<file path="src/rtl/nsf_pkg.sv">
// shared types, constants and token tables of the nic sector image framer
package nsf_pkg;

  // data bytes in one sector frame and the width of the byte counter
  localparam int DATA_BYTES = 349;
  localparam int CNT_W      = 9;

  // input command codes
  localparam logic CMD_START = 1'b0;
  localparam logic CMD_DATA  = 1'b1;

  // token index within one item
  localparam int TOK_IDX_W = 5;
  localparam int HDR_LEN   = 30;

  // header layout
  localparam logic [TOK_IDX_W-1:0] HDR_ENC_FIRST = TOK_IDX_W'(18);
  localparam logic [TOK_IDX_W-1:0] HDR_ENC_LAST  = TOK_IDX_W'(25);
  localparam logic [TOK_IDX_W-1:0] HDR_LAST_IDX  = TOK_IDX_W'(HDR_LEN - 1);

  // tail layout of the final data byte: the data byte itself, then the tokens after it
  localparam logic [TOK_IDX_W-1:0] TAIL_DATA_IDX = TOK_IDX_W'(0);
  localparam logic [TOK_IDX_W-1:0] TAIL_FF_IDX   = TOK_IDX_W'(1);
  localparam logic [TOK_IDX_W-1:0] TAIL_ZERO_IDX = TOK_IDX_W'(2);
  localparam logic [TOK_IDX_W-1:0] TAIL_CRC_IDX  = TOK_IDX_W'(3);

  localparam logic [7:0] MARK      = 8'hAA;
  localparam logic [7:0] BYTE_FF   = 8'hff;
  localparam logic [7:0] BYTE_ZERO = 8'h00;
  localparam logic [6:0] REP_ONE   = 7'd1;
  localparam logic [6:0] REP_NONE  = 7'd0;
  localparam logic [6:0] REP_GAP   = 7'd14;
  localparam logic [6:0] REP_FILL  = 7'd96;
  localparam logic [6:0] REP_CRC   = 7'd2;

  // header bytes; the address field slots are filled in by the encoder
  localparam logic [7:0] HDR_BYTE [HDR_LEN] = '{
    8'hff, 8'hfe, 8'hff,
    8'h03, 8'hfc, 8'hff, 8'h3f, 8'hcf, 8'hf3,
    8'hfc, 8'hff, 8'h3f, 8'hcf, 8'hf3, 8'hfc,
    8'hD5, 8'hAA, 8'h96,
    8'h00, 8'h00, 8'h00, 8'h00, 8'h00, 8'h00, 8'h00, 8'h00,
    8'hDE, 8'hAA, 8'hEB, 8'hff
  };

  // header repeat counts
  localparam logic [6:0] HDR_REP [HDR_LEN] = '{
    7'd1, 7'd1, 7'd22,
    7'd1, 7'd1, 7'd1, 7'd1, 7'd1, 7'd1,
    7'd1, 7'd1, 7'd1, 7'd1, 7'd1, 7'd1,
    7'd1, 7'd1, 7'd1,
    7'd1, 7'd1, 7'd1, 7'd1, 7'd1, 7'd1, 7'd1, 7'd1,
    7'd1, 7'd1, 7'd1, 7'd5
  };

  // what an accepted item turns into
  typedef enum logic [1:0] {
    KIND_START,
    KIND_DATA,
    KIND_DATA_LAST,
    KIND_ERROR
  } kind_t;

  // captured item
  typedef struct packed {
    kind_t      kind;
    logic [7:0] volume;
    logic [7:0] track;
    logic [7:0] sector;
    logic [7:0] data;
  } item_t;

  // one run-length token
  typedef struct packed {
    logic [7:0] val;
    logic [6:0] rep;
    logic       last;
    logic       err;
  } tok_t;

  // index of the final token of an item
  function automatic logic [TOK_IDX_W-1:0] tok_last_idx(input kind_t kind);
    logic [TOK_IDX_W-1:0] r;
    case (kind)
      KIND_START:     r = HDR_LAST_IDX;
      KIND_DATA_LAST: r = TAIL_CRC_IDX;
      default:        r = TAIL_DATA_IDX;
    endcase
    return r;
  endfunction

endpackage

</file>
<file path="src/rtl/nsf_if.sv">
// valid/ready channel interfaces for items and result tokens
interface nsf_in_if;
  logic       valid;
  logic       ready;
  logic       cmd;
  logic [7:0] volume;
  logic [7:0] track;
  logic [7:0] sector;
  logic [7:0] data;

  modport source (output valid, cmd, volume, track, sector, data, input ready);
  modport sink   (input valid, cmd, volume, track, sector, data, output ready);
endinterface

interface nsf_out_if;
  logic       valid;
  logic       ready;
  logic [7:0] out_byte;
  logic [6:0] repeat_res;
  logic       last;
  logic       error;

  modport source (output valid, out_byte, repeat_res, last, error, input ready);
  modport sink   (input valid, out_byte, repeat_res, last, error, output ready);
endinterface

</file>
<file path="src/rtl/nsf_item_stage.sv">
// input register: frame tracking, item capture and token index
module nsf_item_stage
  import nsf_pkg::*;
(
  input  logic                 clk,
  input  logic                 rst_n,
  input  logic                 in_valid,
  input  logic                 in_cmd,
  input  logic [7:0]           in_volume,
  input  logic [7:0]           in_track,
  input  logic [7:0]           in_sector,
  input  logic [7:0]           in_data,
  output logic                 in_ready,
  input  logic                 adv_ok,
  output logic                 item_valid,
  output item_t                item,
  output logic [TOK_IDX_W-1:0] tok_idx
);

  logic                 item_valid_r, item_valid_nxt;
  item_t                item_r, item_nxt;
  logic [TOK_IDX_W-1:0] idx_r, idx_nxt;
  logic                 in_frame_r, in_frame_nxt;
  logic [CNT_W-1:0]     bytes_taken_r, bytes_taken_nxt;
  logic                 take, final_tok, accept;
  kind_t                kind_new;

  // token leaves this stage when the result register can take it
  assign take      = item_valid_r && adv_ok;
  assign final_tok = (idx_r == tok_last_idx(item_r.kind));
  assign in_ready  = !item_valid_r || (take && final_tok);
  assign accept    = in_valid && in_ready;

  // classify the incoming item and update frame state
  always_comb begin
    in_frame_nxt    = in_frame_r;
    bytes_taken_nxt = bytes_taken_r;
    kind_new        = KIND_ERROR;
    if (in_cmd == CMD_START) begin
      kind_new        = KIND_START;
      in_frame_nxt    = 1'b1;
      bytes_taken_nxt = '0;
    end else if (in_frame_r) begin
      if (bytes_taken_r == CNT_W'(DATA_BYTES - 1)) begin
        kind_new        = KIND_DATA_LAST;
        in_frame_nxt    = 1'b0;
        bytes_taken_nxt = '0;
      end else begin
        kind_new        = KIND_DATA;
        bytes_taken_nxt = bytes_taken_r + CNT_W'(1);
      end
    end
  end

  // item register and token index
  always_comb begin
    item_valid_nxt = item_valid_r;
    item_nxt       = item_r;
    idx_nxt        = idx_r;
    if (accept) begin
      item_valid_nxt  = 1'b1;
      item_nxt.kind   = kind_new;
      item_nxt.volume = in_volume;
      item_nxt.track  = in_track;
      item_nxt.sector = in_sector;
      item_nxt.data   = in_data;
      idx_nxt         = '0;
    end else if (take) begin
      if (final_tok) begin
        item_valid_nxt = 1'b0;
      end else begin
        idx_nxt = idx_r + TOK_IDX_W'(1);
      end
    end
  end

  always_ff @(posedge clk) begin
    if (!rst_n) begin
      item_valid_r  <= 1'b0;
      in_frame_r    <= 1'b0;
      bytes_taken_r <= '0;
      idx_r         <= '0;
    end else begin
      item_valid_r <= item_valid_nxt;
      idx_r        <= idx_nxt;
      if (accept) begin
        in_frame_r    <= in_frame_nxt;
        bytes_taken_r <= bytes_taken_nxt;
      end
    end
  end

  // payload needs no reset
  always_ff @(posedge clk) begin
    item_r <= item_nxt;
  end

  assign item_valid = item_valid_r;
  assign item       = item_r;
  assign tok_idx    = idx_r;

endmodule

</file>
<file path="src/rtl/nsf_token_gen.sv">
// builds the token at the current index of the captured item
module nsf_token_gen
  import nsf_pkg::*;
(
  input  item_t                item,
  input  logic [TOK_IDX_W-1:0] tok_idx,
  output tok_t                 tok
);

  logic [2:0] enc_off;
  logic [7:0] enc_x;
  logic       in_enc;
  logic [7:0] chk;

  // address field: pairs of 4-and-4 encoded bytes
  assign chk     = item.volume ^ item.track ^ item.sector;
  assign enc_off = tok_idx[2:0] - HDR_ENC_FIRST[2:0];
  assign in_enc  = (tok_idx >= HDR_ENC_FIRST) && (tok_idx <= HDR_ENC_LAST);

  always_comb begin
    case (enc_off[2:1])
      2'd0:    enc_x = item.volume;
      2'd1:    enc_x = item.track;
      2'd2:    enc_x = item.sector;
      default: enc_x = chk;
    endcase
  end

  // token selection by item kind
  always_comb begin
    tok = '{val: BYTE_ZERO, rep: REP_ONE, last: 1'b0, err: 1'b0};
    case (item.kind)
      KIND_START: begin
        if (in_enc) begin
          tok.val = enc_off[0] ? (enc_x | MARK) : ({1'b0, enc_x[7:1]} | MARK);
        end else begin
          tok.val = HDR_BYTE[tok_idx];
        end
        tok.rep = HDR_REP[tok_idx];
      end
      KIND_DATA: begin
        tok.val = item.data;
      end
      KIND_DATA_LAST: begin
        case (tok_idx)
          TAIL_FF_IDX: begin
            tok.val = BYTE_FF;
            tok.rep = REP_GAP;
          end
          TAIL_ZERO_IDX: begin
            tok.val = BYTE_ZERO;
            tok.rep = REP_FILL;
          end
          TAIL_CRC_IDX: begin
            tok.val  = BYTE_FF;
            tok.rep  = REP_CRC;
            tok.last = 1'b1;
          end
          default: begin
            tok.val = item.data;
          end
        endcase
      end
      default: begin
        tok.rep = REP_NONE;
        tok.err = 1'b1;
      end
    endcase
  end

endmodule

</file>
<file path="src/rtl/nsf_out_reg.sv">
// result register between token generation and the output channel
module nsf_out_reg
  import nsf_pkg::*;
(
  input  logic clk,
  input  logic rst_n,
  input  logic tok_valid,
  input  tok_t tok,
  output logic adv_ok,
  output logic out_valid,
  input  logic out_ready,
  output tok_t out_tok
);

  logic out_valid_r, out_valid_nxt;
  tok_t tok_r;
  logic load;

  // free when empty or when the held token transfers this cycle
  assign adv_ok = !out_valid_r || out_ready;
  assign load   = tok_valid && adv_ok;

  always_comb begin
    out_valid_nxt = out_valid_r;
    if (load) begin
      out_valid_nxt = 1'b1;
    end else if (out_ready) begin
      out_valid_nxt = 1'b0;
    end
  end

  always_ff @(posedge clk) begin
    if (!rst_n) begin
      out_valid_r <= 1'b0;
    end else begin
      out_valid_r <= out_valid_nxt;
    end
  end

  always_ff @(posedge clk) begin
    if (load) begin
      tok_r <= tok;
    end
  end

  assign out_valid = out_valid_r;
  assign out_tok   = tok_r;

endmodule

</file>
<file path="src/rtl/nic_sector_image_framer.sv">
// Sector image framer: each accepted item produces run-length tokens, one token per
// cycle through a result register while out_ready holds. A start item yields 30 tokens,
// a data byte 1 token, the final data byte of a frame 4 tokens, and a data byte outside
// a frame 1 error token. Rate is set by the single result register, which moves one
// token per cycle unless stalled; a new item is taken in the cycle its previous item's
// final token moves on, so unstalled data bytes stream one per cycle. An item passes the
// item register and its first token the result register before it is presented.
module nic_sector_image_framer
  import nsf_pkg::*;
(
  input  logic     clk,
  input  logic     rst_n,
  nsf_in_if.sink   in_ch,
  nsf_out_if.source out_ch
);

  logic                 adv_ok;
  logic                 item_valid;
  item_t                item;
  logic [TOK_IDX_W-1:0] tok_idx;
  tok_t                 tok;
  tok_t                 out_tok;
  logic                 in_ready;
  logic                 out_valid;

  // input register and frame state
  nsf_item_stage u_item (
    .clk        (clk),
    .rst_n      (rst_n),
    .in_valid   (in_ch.valid),
    .in_cmd     (in_ch.cmd),
    .in_volume  (in_ch.volume),
    .in_track   (in_ch.track),
    .in_sector  (in_ch.sector),
    .in_data    (in_ch.data),
    .in_ready   (in_ready),
    .adv_ok     (adv_ok),
    .item_valid (item_valid),
    .item       (item),
    .tok_idx    (tok_idx)
  );

  // token builder
  nsf_token_gen u_gen (
    .item    (item),
    .tok_idx (tok_idx),
    .tok     (tok)
  );

  // result register
  nsf_out_reg u_out (
    .clk       (clk),
    .rst_n     (rst_n),
    .tok_valid (item_valid),
    .tok       (tok),
    .adv_ok    (adv_ok),
    .out_valid (out_valid),
    .out_ready (out_ch.ready),
    .out_tok   (out_tok)
  );

  assign in_ch.ready       = in_ready;
  assign out_ch.valid      = out_valid;
  assign out_ch.out_byte   = out_tok.val;
  assign out_ch.repeat_res = out_tok.rep;
  assign out_ch.last       = out_tok.last;
  assign out_ch.error      = out_tok.err;

endmodule

</file>
<file path="src/flat_wrapper.sv">
// flat-port wrapper written by rule: the top's interface ports become plain ports
module nic_sector_image_framer_flat import nsf_pkg::*;
  (clk, rst_n, in_ch_valid, in_ch_cmd, in_ch_volume, in_ch_track, in_ch_sector, in_ch_data, in_ch_ready, out_ch_valid, out_ch_out_byte, out_ch_repeat_res, out_ch_last, out_ch_error, out_ch_ready);
  nsf_in_if in_ch_i ();
  nsf_out_if out_ch_i ();
  input  logic clk;
  input  logic rst_n;
  input wire logic [$bits(in_ch_i.valid)-1:0] in_ch_valid;
  input wire logic [$bits(in_ch_i.cmd)-1:0] in_ch_cmd;
  input wire logic [$bits(in_ch_i.volume)-1:0] in_ch_volume;
  input wire logic [$bits(in_ch_i.track)-1:0] in_ch_track;
  input wire logic [$bits(in_ch_i.sector)-1:0] in_ch_sector;
  input wire logic [$bits(in_ch_i.data)-1:0] in_ch_data;
  output wire logic [$bits(in_ch_i.ready)-1:0] in_ch_ready;
  output wire logic [$bits(out_ch_i.valid)-1:0] out_ch_valid;
  output wire logic [$bits(out_ch_i.out_byte)-1:0] out_ch_out_byte;
  output wire logic [$bits(out_ch_i.repeat_res)-1:0] out_ch_repeat_res;
  output wire logic [$bits(out_ch_i.last)-1:0] out_ch_last;
  output wire logic [$bits(out_ch_i.error)-1:0] out_ch_error;
  input wire logic [$bits(out_ch_i.ready)-1:0] out_ch_ready;
  assign in_ch_i.valid = in_ch_valid;
  assign in_ch_i.cmd = in_ch_cmd;
  assign in_ch_i.volume = in_ch_volume;
  assign in_ch_i.track = in_ch_track;
  assign in_ch_i.sector = in_ch_sector;
  assign in_ch_i.data = in_ch_data;
  assign in_ch_ready = in_ch_i.ready;
  assign out_ch_valid = out_ch_i.valid;
  assign out_ch_out_byte = out_ch_i.out_byte;
  assign out_ch_repeat_res = out_ch_i.repeat_res;
  assign out_ch_last = out_ch_i.last;
  assign out_ch_error = out_ch_i.error;
  assign out_ch_i.ready = out_ch_ready;
  nic_sector_image_framer u_core (.clk(clk), .rst_n(rst_n), .in_ch(in_ch_i), .out_ch(out_ch_i));
endmodule
</file>
<file path="config.mk">
export PLATFORM = sky130hd
export DESIGN_NAME = nic_sector_image_framer_flat
export DESIGN_NICKNAME = d
export VERILOG_FILES = /design/src/rtl/nsf_pkg.sv /design/src/rtl/nsf_if.sv /design/src/rtl/nsf_item_stage.sv /design/src/rtl/nsf_token_gen.sv /design/src/rtl/nsf_out_reg.sv /design/src/rtl/nic_sector_image_framer.sv /design/src/flat_wrapper.sv
export SDC_FILE = /design/constraint.sdc
export NUM_CORES = 1
export LEC_CHECK = 0
export BUFFER_PORTS_ARGS = -buffer_cell sky130_fd_sc_hd__buf_2
export CAP_MARGIN = 30
export CORE_MARGIN = 2
export CORE_UTILIZATION = 48
export CTS_CLUSTER_DIAMETER = 60
export CTS_CLUSTER_SIZE = 30
export DETAILED_ROUTE_END_ITERATION = 16
export PLACE_DENSITY = 0.69
export SLEW_MARGIN = 5
export SYNTH_ARGS = -nofsm -noshare
export SYNTH_HDL_FRONTEND = slang
export SYNTH_SLANG_ARGS = --single-unit
export TNS_END_PERCENT = 5
</file>
<file path="constraint.sdc">
create_clock -name clk -period 4.1 [get_ports clk]
set_input_delay 0.205 -clock clk [delete_from_list [all_inputs] [get_ports clk]]
set_output_delay 0.205 -clock clk [all_outputs]
set_load 0.005 [all_outputs]
</file>
==> results of run 1 <==
synthesized netlist by cell type, types with 2 or more instances:
| master | number | area, sq um |
|---|---|---|
| a211o_1 | 5 | 43.8 |
| a211oi_1 | 3 | 22.5 |
| a21boi_0 | 2 | 15.0 |
| a21o_1 | 2 | 15.0 |
| a21oi_1 | 17 | 85.1 |
| a221o_1 | 4 | 40.0 |
| a221oi_1 | 3 | 26.3 |
| a22oi_1 | 2 | 15.0 |
| a31oi_1 | 4 | 25.0 |
| and2_1 | 5 | 31.3 |
| and3_1 | 5 | 31.3 |
| buf_1 | 5 | 18.8 |
| buf_2 | 4 | 20.0 |
| clkbuf_1 | 8 | 30.0 |
| dfxtp_1 | 17 | 340 |
| edfxtp_1 | 50 | 1500 |
| ha_1 | 11 | 138 |
| inv_1 | 16 | 60.1 |
| mux2_2 | 5 | 56.3 |
| mux2i_1 | 12 | 120 |
| nand2_1 | 20 | 75.1 |
| nand2b_1 | 4 | 25.0 |
| nand3_1 | 7 | 35.0 |
| nand3b_1 | 5 | 37.5 |
| nand4_1 | 3 | 18.8 |
| nor2_1 | 27 | 101 |
| nor3_1 | 15 | 75.1 |
| nor3b_1 | 4 | 30.0 |
| nor4_1 | 3 | 18.8 |
| o211ai_1 | 7 | 52.6 |
| o21ai_0 | 14 | 70.1 |
| o21ai_1 | 2 | 10.0 |
| o21bai_1 | 2 | 15.0 |
| o22ai_1 | 6 | 37.5 |
| o311a_1 | 3 | 30.0 |
| o311ai_0 | 6 | 52.6 |
| o31ai_1 | 5 | 37.5 |
| or2_2 | 5 | 31.3 |
| or3_1 | 3 | 18.8 |
| or4_1 | 2 | 15.0 |
| xnor2_1 | 2 | 17.5 |
| xor2_1 | 2 | 17.5 |
flip-flops by register name (all words and copies together), names as in the netlist:
register,count
u_core.u_item.bytes_taken_r,9
u_core.u_item.in_frame_r,1
u_core.u_item.item,34
u_core.u_item.item_valid,1
u_core.u_item.tok_idx,5
u_core.u_out.out_tok,16
u_core.u_out.out_valid,1
layer usage:
metal  GRT usage  share of wire  vias to the layer above
met2       0.283           0.46                       98
met5           0              0                        -
met4      0.0783          0.018                        0
met1       0.265           0.47                     1367
li1            -              -                     1415
met3      0.0442          0.058                       12
where the power goes:
group | leakage (uW) | total [uW] | internal (uW) | switching, uW
logic | 0.000842 | 151 | 69.1 | 81.6
registers | 0.000618 | 801 | 774 | 27.4
clock network | 0.000106 | 613 | 346 | 267
path summary, 6_finish.rpt:
check	start	end	cells past startpoint
worst max-delay path	u_core.u_item.tok_idx[3]$_SDFFE_PP0P_	u_core.u_item.item[10]$_DFFE_PP_	7
worst min-delay path	in_ch_sector[3]	u_core.u_item.item[11]$_DFFE_PP_	1
worst min register to register	u_core.u_item.item_valid$_SDFFE_PN0P_	u_core.u_out.out_valid$_SDFFE_PN0P_	2
worst max register to register	u_core.u_item.tok_idx[3]$_SDFFE_PP0P_	u_core.u_item.item[10]$_DFFE_PP_	7
through the flow:
| stage | worst slack [ps] | power, uW | std cells | cell area (sq um) | hold slack [ps] |
|---|---|---|---|---|---|
| 2_1_floorplan | 1440 | 906 | 344 | 3620 | 304 |
| 3_3_place_gp | 1260 | 961 | 483 | 3960 | 382 |
| 3_5_place_dp | 1130 | 967 | 483 | 3960 | 383 |
| 4_1_cts | 1120 | 1580 | 499 | 4190 | 12.4 |
| 5_1_grt | 886 | 1630 | 499 | 4190 | 3.87 |
| 6_report | 1070 | 1560 | 499 | 4190 | 24.5 |
cell families after synthesis:
| group | Yosys count | synth area share |
|---|---|---|
| adders and majority gates | 11 | 0.0380 |
| and+or+nand+nor | 113 | 0.162 |
| xor gates and xnor gates | 4 | 0.00967 |
| buffers and inverters | 35 | 0.0408 |
| AOI/OAI and AO/OA | 96 | 0.186 |
| DFF | 67 | 0.508 |
| muxes | 18 | 0.0549 |
critical path, delay by kind of cell, from the launching register on:
family,cells,cell delay [ps]
buf+inv,3,490
compound gates,1,810
mux,1,70
flops,1,900
simple gates,2,450
area by class of cell:
class | count | area (sq um)
clock buffers | 9 | 124
fillers | 645 | 3100
inverters | 16 | 60.1
repair buffers | 59 | 305
flip-flops and latches | 67 | 1840
clock inverters | 7 | 101
well taps | 99 | 124
multi-input cells | 242 | 1630
==> metrics.txt, run 1 <==
status complete, no violations; routed vias roughly 2900; Die ar. approximately 8300 sq um; fmax ~330 MHz; 1st-iter DRT viols 201; H-tree depth 3; number of flops mapped to enable cells by yosys 50; most common cell after layout, fill and taps aside buf_2; main flop type after synthesis edfxtp_1; # DRC 0; CP Capture Type register; Hold/Removal Path Class in2reg; die width approximately 91 um; Clock transition at path regs 80 ps; relative slew slack 0.301; Post-CTS Resized 0; syn nets 392; Post-Syn Instances ~340; CTS tree done; Seq/Total Area, Yosys 0.508; Netlist cell types 59; PortBufs between 50 and 60; total negative setup slack 0 ps; Slew @ Worst Pin between 1000 and 1500 ps; final worst-path cycle share 0.739; R2R Setup Slk 1070 ps; Critical Path Fanout Max 34; synth warn 0; crit-path cells or3_4, mux2i_4, a31oi_1, inv_1, nand2_1, inv_1, buf_4; maximum vdd drop between 0.0002 and 0.00025 V; Die Y ~91 um; Hold Buf Count CTS 0; final hold violations 0; routed wire length approximately 7700 um; final slew viol count 0; Routed Antenna Nets 0; Starting Density 0.497; clock buffer depth 2; Leak 0.00157 uW; Clock Skews ~11 ps; RSZ-0062 raised after global routing no; PwrDens roughly 370 nW/um^2; DP HPWL about 5400 um; gr usage total 0.189; final-report setup violation count 0; WL/cell roughly 15 um; kind of critical path reg2reg; Core Region around 7300 sq um; CTS Buf Count 9; I/O pin cnt 56; GRT Residual Overflow 0; share of cells above drive strength 1 0.225; # Post-CTS Setup Buffers 0; first-pass GRT wire length 12500 um; syn avg cell area around 11 sq um; clk_lat worst skew around 350 ps; CP dominant cell by count inv_1; most frequent cells in the layout buf_2, edfxtp_1, nor2_1; nets 443; Site Rows 31; layout overhead on the synthesized area 15.6%; largest net degree at the start of global routing 37; synthesized cell area approximately 3600 sq um; GPL Wtd Cong 0.895; max cap viols 0; Util after Layout 0.574; Vias/cell ~5.8; element type at the critical path start register; clk sinks 67; Period minus WS final 3030 ps; CTS root buffer clkbuf_8; WP data arrival around 3000 ps; Async SR Flop Fraction 0; CP peak stage delay 900 ps; router iterations before antenna repair 5; Critical-path top delay cell dfxtp_1; n_diodes 0; initial antenna violation count 0; number of global-route vias before repair approximately 2600; Yosys reg bits 67; Required @ worst endpoint between 4000 and 5000 ps
Power figures use the tool's default switching activity.
==> run 2: changes to the inputs <==
--- a/config.mk
+++ b/config.mk
@@ -12,7 +12,7 @@
 export CTS_CLUSTER_DIAMETER = 60
 export CTS_CLUSTER_SIZE = 30
 export DETAILED_ROUTE_END_ITERATION = 16
-export PLACE_DENSITY = 0.69
+export PLACE_DENSITY = 0.72
 export SLEW_MARGIN = 5
 export SYNTH_ARGS = -nofsm -noshare
 export SYNTH_HDL_FRONTEND = slang
==> constraint.sdc (replaced) <==
create_clock -name clk -period 2.73 [get_ports clk]
set_input_delay 0.1365 -clock clk [delete_from_list [all_inputs] [get_ports clk]]
set_output_delay 0.1365 -clock clk [all_outputs]
set_load 0.005 [all_outputs]
==> run 2 against run 1 <==
Sequential share of layout area is 3.3 points lower. Maximum frequency increased by 31%. Critical path depth fell by 1. Die area unchanged. Global-route usage is 0.73 points higher. Combinational power rose by 79%. Register-to-register slack lost 650 ps. Core utilization up 4.7 points. Non-clock buffer count up 41. Count of clock-buffer cells in the layout did not move.
==> metrics.txt, run 2 (synthesized netlist as in run 1, its figures left out) <==
gr usage total 0.197 (+0.00733); WP buf/inv 1 (-2); fmax 432 MHz (+31%); Vias/cell 5.53 (-4.6%); H-tree depth 3 (unchanged); PortBufs 55 (unchanged); n_diodes 0 (unchanged); Clock power frac 0.344 (-0.048); Required @ worst endpoint 2990 ps (-1170 ps); initial antenna violation count 0 (unchanged); first-pass GRT wire length 12900 um (+3.2%); final hold slack 121 ps (+97.0 ps); CTS root buffer clkbuf_8; routed wire length 7860 um (+2.5%); PwrDens 494 nW/um^2 (+32%); share of cells above drive strength 1 0.218 (-0.00731); 1st-iter DRT viols 144 (-28%); Critical Path Fanout Max 17 (-50%); # DRC 0 (unchanged); Sw Pwr 529 uW (+41%); CP Capture Type register; Period minus WS final 2310 ps (-717 ps); total negative setup slack 0 ps (unchanged); largest net degree at the start of global routing 25 (-32%); max cap viols 0 (unchanged); Setup WS pre-CTS 445 ps (-689 ps); WL/cell 14.5 um (-5.3%); clock buffer depth 2 (unchanged); relative slew slack 0.529 (+0.228); element type at the critical path start register; Final WS setup 417 ps (-653 ps); Starting Density 0.497 (unchanged); Core Region 7290 sq um (unchanged); Leak 0.00173 uW (+11%); CTS Buf Count 9 (unchanged); routed vias 2985 (+3.2%); CTS tree done; cell family with most CP delay simple AND/OR/NAND/NOR gates; Clock Skews 5.91 ps (-5.17 ps); Hold/Removal Path Class in2reg; Site Rows 31 (unchanged); maximum vdd drop 0.000244 V (+7.1%); WP data arrival 2580 ps (-510 ps); Clock transition at path regs 70 ps (about the same); DP HPWL 5260 um (-2.0%); nets 484 (+9.3%); number of global-route vias before repair 2711 (+3.7%); kind of critical path reg2reg; Routed Antenna Nets 0 (unchanged); Sw Share 0.236 (-0.00406); GRT Residual Overflow 0 (unchanged); # Post-CTS Setup Buffers 0 (unchanged); Slew @ Worst Pin 705 ps (-330 ps); clk_lat worst skew 340 ps (about the same); GPL Wtd Cong 0.876 (-2.1%); combinational share of power 0.121 (+0.025); clk sinks 67 (unchanged); Die Y 90.9 um (unchanged); Int Pwr 1710 uW (+44%); layout overhead on the synthesized area 25.2%; die width 90.9 um (unchanged); router iterations before antenna repair 5 (unchanged); final slew viol count 0 (unchanged); most common cell after layout, fill and taps aside buf_2; CP peak stage delay 510 ps (-390 ps); crit-path cells or3_4, mux2i_4, a31oi_1, buf_4, or3_1, o31ai_1; final hold violations 0 (unchanged); final-report setup violation count 0 (unchanged); most frequent cells in the layout buf_2, edfxtp_1, dlygate4sd3_1; Critical-path top delay cell or3_1; Die ar. 8260 sq um (unchanged); final worst-path cycle share 0.847 (+0.108); RSZ-0062 raised after global routing no; max reg flops 34 (unchanged); I/O pin cnt 56 (unchanged); status complete, no violations; Seq pwr share 0.535 (+0.023)
## run 2: changes by cell type in the layout (fill, tap and decap cells not counted), sizes merged
cell / delta
buf: +9
clkinvlp: -1
inv: -1
clkinv: +3
bufinv: -1
dlygate4sd3: +32
## run 2: layout make-up
class / instances / area, sq um
flip-flops and latches: 67 / 1840
repair buffers: 100 / 693
clock buffers: 9 / 124
well taps: 99 / 124
multi-input cells: 242 / 1630
clock inverters: 7 / 58.8
inverters: 16 / 60.1
fillers: 618 / 2760
## run 2: tightest hold or removal path: cells and delay by family
kind                   cells  cell delay (ps)
AO/OA/AOI/OAI              1               80
buffers and inverters      2              190
## run 2: through the flow
stage / instance area [sq um] / cells / util / power [uW]
after global routing: 4530 / 540 / 0.622 / 2330
after global placement: 4030 / 492 / 0.553 / 1450
after floorplan: 3620 / 344 / - / 1360
final: 4530 / 540 / 0.622 / 2240
after CTS: 4530 / 540 / 0.622 / 2260
after detailed placement: 4030 / 492 / 0.553 / 1450
## run 2: metal layers
layer	global-route usage	up-vias	wire, um	part of all wire
met1	0.255	1388	3540	0.45
met2	0.321	86	3810	0.49
met5	0	-	0	0
met3	0.0509	8	420	0.053
li1	-	1503	-	-
met4	0.0669	0	87	0.011
## run 2: power groups by stage
| stage | Clock [uW] | Sequential (uW) | Combinational (uW) |
|---|---|---|---|
| 3_5_place_dp | 0 | 1220 | 235 |
| 2_1_floorplan | 0 | 1220 | 146 |
| 3_3_place_gp | 0 | 1220 | 231 |
| 4_1_cts | 787 | 1200 | 271 |
| 5_1_grt | 825 | 1210 | 302 |
| 6_report | 770 | 1200 | 271 |
## run 2: what timing repair did
action | in CTS | in global routing
hold buffers | 32 | 0
setup endpoints to repair | 0 | 0
gates resized for setup | 0 | 0
hold endpoints to repair | 32 | 0
## run 2: path summary, 6_finish.rpt
kind,start,to,slack [ps],cells after the start
worst min register to register,u_core.u_item.item_valid$_SDFFE_PN0P_,u_core.u_out.out_valid$_SDFFE_PN0P_,510,2
worst max register to register,u_core.u_item.tok_idx[4]$_SDFFE_PP0P_,u_core.u_item.bytes_taken_r[8]$_SDFFE_PN0P_,420,6
worst max-delay path,u_core.u_item.tok_idx[4]$_SDFFE_PP0P_,u_core.u_item.bytes_taken_r[8]$_SDFFE_PN0P_,420,6
worst min-delay path,in_ch_valid,u_core.u_item.item_valid$_SDFFE_PN0P_,120,3
==> run 3: changes to the inputs <==
--- a/config.mk
+++ b/config.mk
@@ -12,7 +12,7 @@
 export CTS_CLUSTER_DIAMETER = 60
 export CTS_CLUSTER_SIZE = 30
 export DETAILED_ROUTE_END_ITERATION = 16
-export PLACE_DENSITY = 0.72
+export PLACE_DENSITY = 0.69
 export SLEW_MARGIN = 5
 export SYNTH_ARGS = -nofsm -noshare
 export SYNTH_HDL_FRONTEND = slang
==> constraint.sdc (replaced) <==
create_clock -name clk -period 2.28 [get_ports clk]
set_input_delay 0.114 -clock clk [delete_from_list [all_inputs] [get_ports clk]]
set_output_delay 0.114 -clock clk [all_outputs]
set_load 0.005 [all_outputs]
==> run 3 against run 2 <==
Via count rose by 1.5%. Critical path depth is the same. Critical path type unchanged. Sequential share of layout area down 0.95 points. Clock skew rose by 7.4 ps. Worst hold slack got worse by 56 ps. Count of clock-buffer cells in the layout stayed put.
==> metrics.txt, run 3 (synthesized netlist as in run 1, its figures left out) <==
clk sinks 67 (unchanged); clk_lat worst skew 360 ps (+20 ps); Routed Antenna Nets 0 (unchanged); Slew @ Worst Pin 647 ps (-58.6 ps); worst hold stages 3 (unchanged); Clock transition at path regs 80 ps (about the same); PortBufs 55 (unchanged); CTS Buf Count 9 (unchanged); RSZ-0062 raised after global routing no; relative slew slack 0.566 (+0.0367); I/O pin cnt 56 (unchanged); maximum vdd drop 0.000399 V (+63%); H-tree depth 3 (unchanged); Final WS setup 176 ps (-241 ps); Core Region 7290 sq um (unchanged); nets 492 (+1.7%); routed wire length 8570 um (+9.1%); final hold violations 0 (unchanged); initial antenna violation count 0 (unchanged); GPL Wtd Cong 0.863 (-1.4%); PwrDens 600 nW/um^2 (+21%); Setup WS pre-CTS 118 ps (-327 ps); placed cells 500 (+1.6%); fmax 475 MHz (+9.9%); DP HPWL 5980 um (+14%); FF-to-FF Start u_core.u_item.tok_idx[1]$_SDFFE_PP0P_; # DRC 0 (unchanged); Hold/Removal Path Class in2reg; CTS tree done; 1st-iter DRT viols 132 (-8.3%); Required @ worst endpoint 2380 ps (-610 ps); Period minus WS final 2100 ps (-209 ps); R2R Setup Slk 180 ps (-240 ps); total negative setup slack 0 ps (unchanged); first-pass GRT wire length 14100 um (+9.0%); fin cells 548 (+1.5%); Starting Density 0.497 (unchanged); clock buffer depth 2 (unchanged); Critical Path Fanout Max 15 (-2); worst r2r path cells 6 (unchanged); r2r endpoint u_core.u_out.out_tok[10]$_DFFE_PP_; max reg flops 34 (unchanged); largest net degree at the start of global routing 28 (+12%); Site Rows 31 (unchanged); n_diodes 0 (unchanged); status complete, no violations; GRT Residual Overflow 0 (unchanged); Worst Hold End u_core.u_item.bytes_taken_r[1]$_SDFFE_PN0P_; routed vias 3030 (+1.5%); layout overhead on the synthesized area 28.5%; Leak 0.00178 uW (+2.7%); post-route cell area 4660 sq um (+2.7%); Die ar. 8260 sq um (unchanged); Clock Skews 13.3 ps (+7.43 ps); die width 90.9 um (unchanged); gr usage total 0.219 (+0.0228); router iterations before antenna repair 5 (unchanged); element type at the critical path start register; WL/cell 15.6 um (+7.5%); final worst-path cycle share 0.923 (+0.0755); kind of critical path reg2reg; WP data arrival 2200 ps (-380 ps); Die Y 90.9 um (unchanged); CP Capture Type register; most common cell after layout, fill and taps aside buf_2; final-report setup violation count 0 (unchanged); final slew viol count 0 (unchanged); Vias/cell 5.53 (about the same); number of global-route vias before repair 2936 (+8.3%); max cap viols 0 (unchanged); Area after DPL 4130 sq um (+2.4%); critical hold path startpoint in_ch_cmd; share of cells above drive strength 1 0.252 (+0.0340); CTS root buffer clkbuf_8; most frequent cells in the layout buf_2, edfxtp_1, dlygate4sd3_1
## run 3: what timing repair did
item / CTS / global route
hold buffers: 32 / 0
hold endpoints to repair: 32 / 0
endpoints found under the setup margin: 0 / 40
gates resized for setup: 0 / 5
setup buffers: 0 / 0
## run 3: worst max path at each step
| stage | start | to |
|---|---|---|
| 6_report | u_core.u_item.tok_idx[1]$_SDFFE_PP0P_ | u_core.u_out.out_tok[10]$_DFFE_PP_ |
| 5_1_grt | u_core.u_item.tok_idx[1]$_SDFFE_PP0P_ | u_core.u_out.out_tok[9]$_DFFE_PP_ |
| 4_1_cts | u_core.u_item.tok_idx[1]$_SDFFE_PP0P_ | u_core.u_out.out_tok[13]$_DFFE_PP_ |
| 3_5_place_dp | u_core.u_item.tok_idx[0]$_SDFFE_PP0P_ | u_core.u_item.bytes_taken_r[8]$_SDFFE_PN0P_ |
| 3_3_place_gp | u_core.u_item.item[32]$_SDFFCE_PN0P_ | u_core.u_item.bytes_taken_r[8]$_SDFFE_PN0P_ |
| 2_1_floorplan | u_core.u_item.tok_idx[1]$_SDFFE_PP0P_ | u_core.u_out.out_tok[10]$_DFFE_PP_ |
## run 3: layout make-up
class | instances | area, sq um
inverters | 16 | 63.8
clock inverters | 7 | 76.3
well taps | 99 | 124
multi-input cells | 242 | 1640
clock buffers | 9 | 124
fillers | 614 | 2640
flip-flops and latches | 67 | 1850
repair buffers | 108 | 778
## run 3: per-stage QoR
stage | power, uW | utilization | hold slack [ps]
5_1_grt | 2910 | 0.638 | 62.7
6_report | 2790 | 0.638 | 65.9
4_1_cts | 2820 | 0.637 | 43.8
3_5_place_dp | 1760 | 0.566 | 292
3_3_place_gp | 1750 | 0.566 | 291
2_1_floorplan | 1630 | - | 213
## run 3: layer usage
| metal | global-route usage | wire [um] | up-vias |
|---|---|---|---|
| li1 | - | - | 1515 |
| met2 | 0.376 | 4350 | 91 |
| met3 | 0.0584 | 439 | 16 |
| met4 | 0.0947 | 159 | 0 |
| met5 | 0 | 0 | - |
| met1 | 0.259 | 3630 | 1408 |
## run 3: critical path, cell delays in order, from the launching register on
cell     delay [ps]
dfxtp_4         440
inv_1           110
ha_1            270
or4_1           520
nand2_1         100
o21ai_0          90
a221o_1         310
## run 3: report_power, final
group	internal (uW)	leakage [uW]	total, uW	switching [uW]
Sequential	1390	0.000619	1440	46.5
Combinational	177	0.00106	345	168
Clock	512	0.0000962	1010	498
Total	2080	0.00178	2790	712
